$ cat src/sv/ratalu_pkg.sv
package ratalu_pkg;

   localparam int WIDTH   = 32;
   localparam int FIELD_W = 32;
   localparam int KIND_W  = 4;
   localparam int CNT_W   = $clog2(WIDTH);

   typedef struct packed {
      logic             start;
      logic             div;
      logic [WIDTH-1:0] opa;
      logic [WIDTH-1:0] opb;
   } unit_cmd_type;

   typedef struct packed {
      logic               busy;
      logic               done;
      logic [2*WIDTH-1:0] prod;
   } unit_stat_type;

endpackage

$ cat src/sv/ratalu_muldiv.sv
module ratalu_muldiv (
   input  logic                      clock,
   input  logic                      reset,
   input  ratalu_pkg::unit_cmd_type  cmd,
   output ratalu_pkg::unit_stat_type stat
);
   import ratalu_pkg::*;

   logic             busy_ff, busy_in;
   logic             done_ff, done_in;
   logic             div_ff, div_in;
   logic [CNT_W-1:0] cnt_ff, cnt_in;
   logic [WIDTH-1:0] hi_ff, hi_in;
   logic [WIDTH-1:0] lo_ff, lo_in;
   logic [WIDTH-1:0] mc_ff, mc_in;

   logic                    last;
   logic signed [WIDTH:0]   addend;
   logic signed [WIDTH:0]   mul_sum;
   logic        [WIDTH:0]   trial;
   logic        [WIDTH:0]   diff;
   logic                    ge;

   always_comb begin
      last   = (cnt_ff == CNT_W'(WIDTH - 1));
      addend = lo_ff[0] ? {mc_ff[WIDTH-1], mc_ff} : '0;
      // sign bit of the multiplier carries negative weight
      if (last) begin
         mul_sum = $signed({hi_ff[WIDTH-1], hi_ff}) - addend;
      end else begin
         mul_sum = $signed({hi_ff[WIDTH-1], hi_ff}) + addend;
      end
      trial = {hi_ff, lo_ff[WIDTH-1]};
      diff  = trial - {1'b0, mc_ff};
      ge    = (trial >= {1'b0, mc_ff});

      busy_in = busy_ff;
      done_in = 1'b0;
      div_in  = div_ff;
      cnt_in  = cnt_ff;
      hi_in   = hi_ff;
      lo_in   = lo_ff;
      mc_in   = mc_ff;

      if (cmd.start) begin
         busy_in = 1'b1;
         div_in  = cmd.div;
         cnt_in  = '0;
         hi_in   = '0;
         if (cmd.div) begin
            mc_in = cmd.opb;
            lo_in = cmd.opa;
         end else begin
            mc_in = cmd.opa;
            lo_in = cmd.opb;
         end
      end else if (busy_ff) begin
         cnt_in = cnt_ff + CNT_W'(1);
         if (div_ff) begin
            // restoring step, quotient bits enter at the bottom
            hi_in = ge ? diff[WIDTH-1:0] : trial[WIDTH-1:0];
            lo_in = {lo_ff[WIDTH-2:0], ge};
         end else begin
            hi_in = mul_sum[WIDTH:1];
            lo_in = {mul_sum[0], lo_ff[WIDTH-1:1]};
         end
         if (last) begin
            busy_in = 1'b0;
            done_in = 1'b1;
         end
      end
   end

   always_ff @(posedge clock) begin
      if (reset) begin
         busy_ff <= 1'b0;
         done_ff <= 1'b0;
         cnt_ff  <= '0;
      end else begin
         busy_ff <= busy_in;
         done_ff <= done_in;
         cnt_ff  <= cnt_in;
      end
      div_ff <= div_in;
      hi_ff  <= hi_in;
      lo_ff  <= lo_in;
      mc_ff  <= mc_in;
   end

   assign stat = '{busy: busy_ff, done: done_ff, prod: {hi_ff, lo_ff}};

`ifndef SYNTH
   a_start_idle: assert property (@(posedge clock) disable iff (reset)
      cmd.start |-> !busy_ff)
      else $error("unit started while busy");

   a_done_after_busy: assert property (@(posedge clock) disable iff (reset)
      done_ff |-> $past(busy_ff))
      else $error("unit done without a run");

   a_last_step_done: assert property (@(posedge clock) disable iff (reset)
      (busy_ff && last && !cmd.start) |=> done_ff)
      else $error("last step did not finish");
`endif

endmodule

$ cat src/sv/rational_number_alu_core.sv
// channel   direction  handshake                 payload
// req_      in         req_valid / req_stall     kind, a_num, a_den, b_num, b_den
// rsp_      out        rsp_valid / rsp_stall     res_num, res_den, cmp_true, error
//
// one request at a time; the shared shift-add unit forms every product and quotient
// add, sub: three serial products before the response; mul, div, orderings: two serial products
// eq, unused kinds and make with a zero field go straight to the finish state without the unit
// make: binary gcd, then two serial divides, numerator first and denominator second
// reset is synchronous and clears the sequencer and the response valid
// a waiting response does not block the next request; only a second finished one waits
module rational_number_alu_core (
   input  logic                                  clock,
   input  logic                                  reset,
   input  logic                                  req_valid,
   output logic                                  req_stall,
   input  logic        [ratalu_pkg::KIND_W-1:0]  req_kind,
   input  logic signed [ratalu_pkg::FIELD_W-1:0] req_a_num,
   input  logic signed [ratalu_pkg::FIELD_W-1:0] req_a_den,
   input  logic signed [ratalu_pkg::FIELD_W-1:0] req_b_num,
   input  logic signed [ratalu_pkg::FIELD_W-1:0] req_b_den,
   output logic                                  rsp_valid,
   input  logic                                  rsp_stall,
   output logic signed [ratalu_pkg::FIELD_W-1:0] rsp_res_num,
   output logic signed [ratalu_pkg::FIELD_W-1:0] rsp_res_den,
   output logic                                  rsp_cmp_true,
   output logic                                  rsp_error
);
   import ratalu_pkg::*;

   typedef enum logic [KIND_W-1:0] {
      KIND_ADD  = 4'd0,
      KIND_SUB  = 4'd1,
      KIND_MUL  = 4'd2,
      KIND_DIV  = 4'd3,
      KIND_EQ   = 4'd4,
      KIND_LT   = 4'd5,
      KIND_LE   = 4'd6,
      KIND_GT   = 4'd7,
      KIND_GE   = 4'd8,
      KIND_MAKE = 4'd9
   } kind_type;

   typedef enum logic [2:0] {
      ST_IDLE,
      ST_MUL_X,
      ST_MUL_Y,
      ST_MUL_Z,
      ST_GCD,
      ST_DIV_N,
      ST_DIV_D,
      ST_FINISH
   } state_type;

   state_type                 state_ff, state_in;
   logic                      start_ff, start_in;
   logic [KIND_W-1:0]         kind_ff, kind_in;
   logic signed [WIDTH-1:0]   an_ff, an_in, ad_ff, ad_in, bn_ff, bn_in, bd_ff, bd_in;
   logic signed [2*WIDTH-1:0] x_ff, x_in;
   logic signed [WIDTH-1:0]   rn_ff, rn_in, rd_ff, rd_in;
   logic                      cmp_ff, cmp_in, err_ff, err_in;
   logic [WIDTH-1:0]          u_ff, u_in, v_ff, v_in, da_ff, da_in, dd_ff, dd_in;
   logic                      rsp_valid_ff, rsp_valid_in;
   logic signed [FIELD_W-1:0] rsp_num_ff, rsp_num_in, rsp_den_ff, rsp_den_in;
   logic                      rsp_cmp_ff, rsp_cmp_in, rsp_err_ff, rsp_err_in;

   logic signed [WIDTH-1:0]   an_w, ad_w, bn_w, bd_w;
   logic [WIDTH-1:0]          an_mag, ad_mag;
   logic signed [2*WIDTH-1:0] prod_s;
   logic [WIDTH-1:0]          prod_lo;

   unit_cmd_type  cmd;
   unit_stat_type stat;

   ratalu_muldiv u_muldiv (
      .clock (clock),
      .reset (reset),
      .cmd   (cmd),
      .stat  (stat)
   );

   always_comb begin
      cmd.start = start_ff;
      cmd.div   = (state_ff == ST_DIV_N) || (state_ff == ST_DIV_D);
      unique case (state_ff)
         ST_MUL_X: begin
            cmd.opa = (kind_ff == KIND_MUL) ? bn_ff : bd_ff;
            cmd.opb = an_ff;
         end
         ST_MUL_Y: begin
            cmd.opa = ad_ff;
            cmd.opb = (kind_ff == KIND_MUL) ? bd_ff : bn_ff;
         end
         ST_MUL_Z: begin
            cmd.opa = ad_ff;
            cmd.opb = bd_ff;
         end
         ST_DIV_N: begin
            cmd.opa = da_ff;
            cmd.opb = u_ff;
         end
         ST_DIV_D: begin
            cmd.opa = dd_ff;
            cmd.opb = u_ff;
         end
         default: begin
            cmd.opa = '0;
            cmd.opb = '0;
         end
      endcase
   end

   always_comb begin
      an_w    = req_a_num[WIDTH-1:0];
      ad_w    = req_a_den[WIDTH-1:0];
      bn_w    = req_b_num[WIDTH-1:0];
      bd_w    = req_b_den[WIDTH-1:0];
      an_mag  = an_w[WIDTH-1] ? -an_w : an_w;
      ad_mag  = ad_w[WIDTH-1] ? -ad_w : ad_w;
      prod_s  = $signed(stat.prod);
      prod_lo = stat.prod[WIDTH-1:0];

      state_in = state_ff;
      start_in = 1'b0;
      kind_in  = kind_ff;
      an_in    = an_ff;
      ad_in    = ad_ff;
      bn_in    = bn_ff;
      bd_in    = bd_ff;
      x_in     = x_ff;
      rn_in    = rn_ff;
      rd_in    = rd_ff;
      cmp_in   = cmp_ff;
      err_in   = err_ff;
      u_in     = u_ff;
      v_in     = v_ff;
      da_in    = da_ff;
      dd_in    = dd_ff;

      rsp_valid_in = rsp_valid_ff;
      rsp_num_in   = rsp_num_ff;
      rsp_den_in   = rsp_den_ff;
      rsp_cmp_in   = rsp_cmp_ff;
      rsp_err_in   = rsp_err_ff;
      if (rsp_valid_ff && !rsp_stall) begin
         rsp_valid_in = 1'b0;
      end

      unique case (state_ff)
         ST_IDLE: begin
            if (req_valid) begin
               kind_in  = req_kind;
               an_in    = an_w;
               ad_in    = ad_w;
               bn_in    = bn_w;
               bd_in    = bd_w;
               rn_in    = '0;
               rd_in    = '0;
               cmp_in   = 1'b0;
               err_in   = 1'b0;
               state_in = ST_FINISH;
               unique case (req_kind)
                  KIND_ADD, KIND_SUB, KIND_MUL, KIND_DIV,
                  KIND_LT, KIND_LE, KIND_GT, KIND_GE: begin
                     state_in = ST_MUL_X;
                     start_in = 1'b1;
                  end
                  KIND_EQ: begin
                     cmp_in = (an_w == bn_w) && (ad_w == bd_w);
                  end
                  KIND_MAKE: begin
                     priority if (ad_w == '0) begin
                        err_in = 1'b1;
                     end else if (an_w == '0) begin
                        rd_in = ad_w[WIDTH-1] ? '1 : WIDTH'(1);
                     end else begin
                        u_in     = an_mag;
                        v_in     = ad_mag;
                        da_in    = an_mag;
                        dd_in    = ad_mag;
                        state_in = ST_GCD;
                     end
                  end
                  default: begin
                  end
               endcase
            end
         end
         ST_MUL_X: begin
            if (stat.done) begin
               x_in     = prod_s;
               state_in = ST_MUL_Y;
               start_in = 1'b1;
            end
         end
         ST_MUL_Y: begin
            if (stat.done) begin
               state_in = ST_FINISH;
               unique case (kind_ff)
                  KIND_ADD: begin
                     rn_in    = x_ff[WIDTH-1:0] + prod_lo;
                     state_in = ST_MUL_Z;
                     start_in = 1'b1;
                  end
                  KIND_SUB: begin
                     rn_in    = x_ff[WIDTH-1:0] - prod_lo;
                     state_in = ST_MUL_Z;
                     start_in = 1'b1;
                  end
                  KIND_MUL, KIND_DIV: begin
                     rn_in  = x_ff[WIDTH-1:0];
                     rd_in  = prod_lo;
                     err_in = (prod_lo == '0);
                  end
                  KIND_LT: cmp_in = (x_ff <  prod_s);
                  KIND_LE: cmp_in = (x_ff <= prod_s);
                  KIND_GT: cmp_in = (x_ff >  prod_s);
                  KIND_GE: cmp_in = (x_ff >= prod_s);
                  default: begin
                  end
               endcase
            end
         end
         ST_MUL_Z: begin
            if (stat.done) begin
               rd_in    = prod_lo;
               err_in   = (prod_lo == '0);
               state_in = ST_FINISH;
            end
         end
         ST_GCD: begin
            // binary gcd; common factors of two come off the dividends as well
            priority if (v_ff == '0) begin
               state_in = ST_DIV_N;
               start_in = 1'b1;
            end else if (!u_ff[0] && !v_ff[0]) begin
               u_in  = u_ff >> 1;
               v_in  = v_ff >> 1;
               da_in = da_ff >> 1;
               dd_in = dd_ff >> 1;
            end else if (!u_ff[0]) begin
               u_in = u_ff >> 1;
            end else if (!v_ff[0]) begin
               v_in = v_ff >> 1;
            end else if (u_ff > v_ff) begin
               u_in = u_ff - v_ff;
            end else begin
               v_in = v_ff - u_ff;
            end
         end
         ST_DIV_N: begin
            if (stat.done) begin
               rn_in    = an_ff[WIDTH-1] ? -prod_lo : prod_lo;
               state_in = ST_DIV_D;
               start_in = 1'b1;
            end
         end
         ST_DIV_D: begin
            if (stat.done) begin
               rd_in    = ad_ff[WIDTH-1] ? -prod_lo : prod_lo;
               state_in = ST_FINISH;
            end
         end
         ST_FINISH: begin
            if (!rsp_valid_ff || !rsp_stall) begin
               rsp_valid_in = 1'b1;
               rsp_num_in   = FIELD_W'(rn_ff);
               rsp_den_in   = FIELD_W'(rd_ff);
               rsp_cmp_in   = cmp_ff;
               rsp_err_in   = err_ff;
               state_in     = ST_IDLE;
            end
         end
         default: begin
            state_in = ST_IDLE;
         end
      endcase
   end

   always_ff @(posedge clock) begin
      if (reset) begin
         state_ff     <= ST_IDLE;
         start_ff     <= 1'b0;
         rsp_valid_ff <= 1'b0;
      end else begin
         state_ff     <= state_in;
         start_ff     <= start_in;
         rsp_valid_ff <= rsp_valid_in;
      end
      kind_ff    <= kind_in;
      an_ff      <= an_in;
      ad_ff      <= ad_in;
      bn_ff      <= bn_in;
      bd_ff      <= bd_in;
      x_ff       <= x_in;
      rn_ff      <= rn_in;
      rd_ff      <= rd_in;
      cmp_ff     <= cmp_in;
      err_ff     <= err_in;
      u_ff       <= u_in;
      v_ff       <= v_in;
      da_ff      <= da_in;
      dd_ff      <= dd_in;
      rsp_num_ff <= rsp_num_in;
      rsp_den_ff <= rsp_den_in;
      rsp_cmp_ff <= rsp_cmp_in;
      rsp_err_ff <= rsp_err_in;
   end

   assign req_stall    = (state_ff != ST_IDLE);
   assign rsp_valid    = rsp_valid_ff;
   assign rsp_res_num  = rsp_num_ff;
   assign rsp_res_den  = rsp_den_ff;
   assign rsp_cmp_true = rsp_cmp_ff;
   assign rsp_error    = rsp_err_ff;

`ifndef SYNTH
   a_cmp_alone: assert property (@(posedge clock) disable iff (reset)
      (rsp_valid && rsp_cmp_true) |->
         (rsp_res_num == '0) && (rsp_res_den == '0) && !rsp_error)
      else $error("comparison response carries a fraction or error");

   a_done_waiting: assert property (@(posedge clock) disable iff (reset)
      stat.done |-> (state_ff == ST_MUL_X) || (state_ff == ST_MUL_Y) ||
                    (state_ff == ST_MUL_Z) || (state_ff == ST_DIV_N) ||
                    (state_ff == ST_DIV_D))
      else $error("unit finished while sequencer not waiting");

   a_start_stage: assert property (@(posedge clock) disable iff (reset)
      start_ff |-> (state_ff == ST_MUL_X) || (state_ff == ST_MUL_Y) ||
                   (state_ff == ST_MUL_Z) || (state_ff == ST_DIV_N) ||
                   (state_ff == ST_DIV_D))
      else $error("unit start outside a unit stage");

   a_gcd_nonzero: assert property (@(posedge clock) disable iff (reset)
      (state_ff == ST_GCD) |-> (u_ff != '0))
      else $error("gcd operand reached zero");
`endif

endmodule
$ cat config.mk
export PLATFORM = sky130hd
export DESIGN_NAME = rational_number_alu_core
export DESIGN_NICKNAME = d
export VERILOG_FILES = /design/src/sv/ratalu_pkg.sv /design/src/sv/ratalu_muldiv.sv /design/src/sv/rational_number_alu_core.sv
export SDC_FILE = /design/constraint.sdc
export NUM_CORES = 2
export LEC_CHECK = 0
export ABC_AREA = 1
export BUFFER_PORTS_ARGS = -buffer_cell sky130_fd_sc_hd__buf_2
export CORE_MARGIN = 4
export CORE_UTILIZATION = 40
export CTS_CLUSTER_SIZE = 30
export DETAILED_ROUTE_END_ITERATION = 10
export HOLD_SLACK_MARGIN = 0.1
export PLACE_DENSITY = 0.59
export RECOVER_POWER = 50
export SLEW_MARGIN = 20
export SYNTH_ARGS = -nofsm -noshare
export SYNTH_HDL_FRONTEND = slang
export SYNTH_SLANG_ARGS = --single-unit
$ cat constraint.sdc
create_clock -name clock -period 10.45 [get_ports clock]
set_clock_uncertainty 0.15 [all_clocks]
set_input_delay 2.09 -clock clock [delete_from_list [all_inputs] [get_ports clock]]
set_output_delay 2.09 -clock clock [all_outputs]
set_load 0.03 [all_outputs]
==> results by group <==
Power
  • Peak supply drop: 0.158 mV
  • Psw: 5730 uW
  • Switching part of the total: 46.3%
  • Comb power frac: 48.4%
  • Sequential share of power: 31.0%
  • Post-layout power: 12400 uW
  • Pint: 6650 uW
  • Pwr per Cell Area: 277 mW/mm2
  • Clk network pwr share: 20.6%
  • Leakage Power: 0.0185 uW

STA
  • RSZ-0062 raised after global routing: no
  • Final period util: 66.5%
  • Slew Limit Fails: 588
  • Setup TNS: 0 ns
  • Max Clock Freq: 144 MHz
  • Final Hold Fails: 0
  • Tmin final: 6.94 ns
  • Worst slew pin tran: 3.81 ns
  • Worst rel slew slack: -154%
  • Number of setup violations in the final report: 0

Setup path
  • CP required: about 11 ns
  • Critical path's slowest cell: clkbuf_1
  • Crit. End Element: flop
  • WP buf/inv: 6
  • Critical path type: reg -> reg
  • Largest fanout on the critical path: 39
  • Crit path max-delay family: buffers and inverters
  • Max stage delay on crit path: 1.52 ns
  • Type of origin of the critical path: flop
  • CP arrival: 7.11 ns
  • CP Cell Sequence: inv_1 > nor2_1 > inv_1 > clkbuf_1 > nand2_2 > clkbuf_1 > inv_2 > buf_4 > a21oi_1 > o21ai_1

Cells and area
  • Area Growth Syn to Fin: 11.1%
  • Biggest register: x_ff
  • Commonest cells after routing, fill and taps aside: 1052 x nand2_1, 643 x inv_1, 521 x edfxtp_1
  • Largest register FFs: 64
  • Share of layout cells above drive strength 1: 5.44%
  • Commonest non-fill, non-tap cell in the layout: nand2_1
  • Final #Nets: between 5000 and 6000

GRT
  • Total track usage: 28.3%
  • Largest net degree at the start of global routing: 67
  • Antenna violations before repair: 7
  • Number of global-route vias before repair: 35300
  • GRT Residual Overflow: 0
  • First-pass GRT wire length: ~230000 um

Drt
  • First-pass detailed-route iteration total: 6
  • 1st-iter DRT viols: 3716
  • Routed wire per std cell: roughly 24 um
  • Final WL: 155000 um
  • DR DRC count: 0
  • Via count: approximately 37000
  • Antenna Violating Nets Remaining: 0
  • Vias/cell: 5.65

Floorplan
  • Core area: approximately 0.10 mm2
  • Die W: roughly 330 um
  • Starting Density: 40.3%
  • IO Pins: approximately 200
  • Die span in y: 325 um
  • Die ar.: 0.106 mm2
  • Rows: approximately 120

Synth
  • Cell Area, Synth: roughly 0.04 mm2
  • Ys Warns: 0
  • Synth Instances: 5053
  • Syn_nets: 5424
  • Mean cell area of the mapped netlist: 7.96 um2
  • Post-synth EDFFs: 521
  • Post-synth top flop: edfxtp_1
  • Post-synth ARST share: 0%
  • Netlist cell types: 71
  • Register area share after synthesis: 41.1%
  • Yosys reg bits: 565

CTS
  • Worst-skew pair later-pin latency: 0.66 ns
  • CTS tree: yes
  • Total number of H-tree levels: 3
  • Reg clk slew, reported paths: around 0.060 ns
  • Post-CTS Hold Fix Bufs: 0
  • Cts repair resizes: 0
  • Root buffer cell: clkbuf_16
  • Clk sinks: 565
  • Max Buffers Root-to-Sink: 3
  • CTS Buf Count: just under 70
  • Setup bufs post-CTS: 0

Flow run
  • Max-Cap Viols: 14

Outcome
  • Status: complete, but fails checks
  • Failing checks: capacitance limit, slew limit

Place
  • IO Port Bufs: slightly above 200
  • Post-DP HPWL: 121000 um
  • GPL Wtd Cong: 1.04

Min path
  • Hold crit path type: reg -> reg
-- cells by family (layout without fill, tap and decap cells) --
logic type / count (synthesis) / in the layout / synth area share, %
DFF: 565 / 565 / 41.1
other: 0 / 4 / 0
xor gates and xnor gates: 189 / 189 / 4.12
AOI/OAI and AO/OA: 1274 / 1274 / 18.5
buffers and inverters: 836 / 1037 / 8.04
adders and majority gates: 235 / 235 / 7.40
and+or+nand+nor: 1954 / 1954 / 20.9
-- cells in the mapped netlist, drive strengths merged, types with 33 or more instances --
library cell	count	area share [%]
o22ai	64	1.0
edfxtp	521	39
a21oi	376	4.7
nor2	444	4.3
o211ai	96	1.8
or2	54	0.84
ha	230	7.2
nand3	194	2.5
nand4	81	1.3
xor2	148	3.2
dfxtp	44	2.2
a22oi	33	0.62
clkbuf	137	1.3
inv	651	6.1
o21ai	527	6.6
nand2	1065	10
buf	42	0.62
a21o	33	0.62
nor3	69	1.1
xnor2	41	0.89
-- routing by layer --
| layer | global-route usage (%) | vias up | part of all wire [%] |
|---|---|---|---|
| li1 | - | 17700 | - |
| met1 | 38.2 | 17700 | 44 |
| met2 | 45.7 | 1425 | 45 |
| met3 | 4.38 | 251 | 7.0 |
| met4 | 11.5 | 4 | 4.2 |
| met5 | 0 | - | 0.016 |
-- worst paths after layout --
path / slack (ns) / from / cells after the start / endpoint
setup / recovery: 3.51 / state_ff[2]$_SDFFE_PP0P_ / 10 / u_muldiv.lo_ff[14]$_DFFE_PP_
hold / removal: 0.26 / rd_ff[31]$_DFFE_PP_ / 0 / rsp_res_den[31]$_DFFE_PP_
setup reg to reg: 3.51 / state_ff[2]$_SDFFE_PP0P_ / 10 / u_muldiv.lo_ff[14]$_DFFE_PP_
hold reg to reg: 0.26 / rd_ff[31]$_DFFE_PP_ / 0 / rsp_res_den[31]$_DFFE_PP_
-- layout make-up --
cell class	count	area [um2]
inverter	657	2470
fill	10000	55200
antenna	4	10.0
clock buffer	80	1830
multi-input combinational	3652	20600
tap	1298	1620
timing repair buffer	259	1150
clock inverter	41	524
sequential	565	16500
-- power by group through the flow --
stage / clock network [uW] / logic [uW] / registers [uW]
final: 2550 / 5990 / 3840
after global routing: 2680 / 6540 / 3910
after CTS: 2590 / 5910 / 3830
after detailed placement: 0 / 5880 / 3880
after global placement: 0 / 5880 / 3870
after floorplan: 0 / 3880 / 3740
-- through the flow --
step | area [um2] | instances | util, % | hold WS [ns] | setup slack [ns]
2_1_floorplan | 40200 | 5053 | - | 0.250 | 2.06
3_3_place_gp | 42600 | 6431 | 42.7 | 0.253 | 5.03
3_5_place_dp | 42600 | 6431 | 42.7 | 0.255 | 4.97
4_1_cts | 45000 | 6552 | 45.0 | 0.263 | 5.19
5_1_grt | 44700 | 6552 | 44.7 | 0.273 | 3.24
6_report | 44700 | 6556 | 44.7 | 0.262 | 3.51
Power figures use the tool's default switching activity.
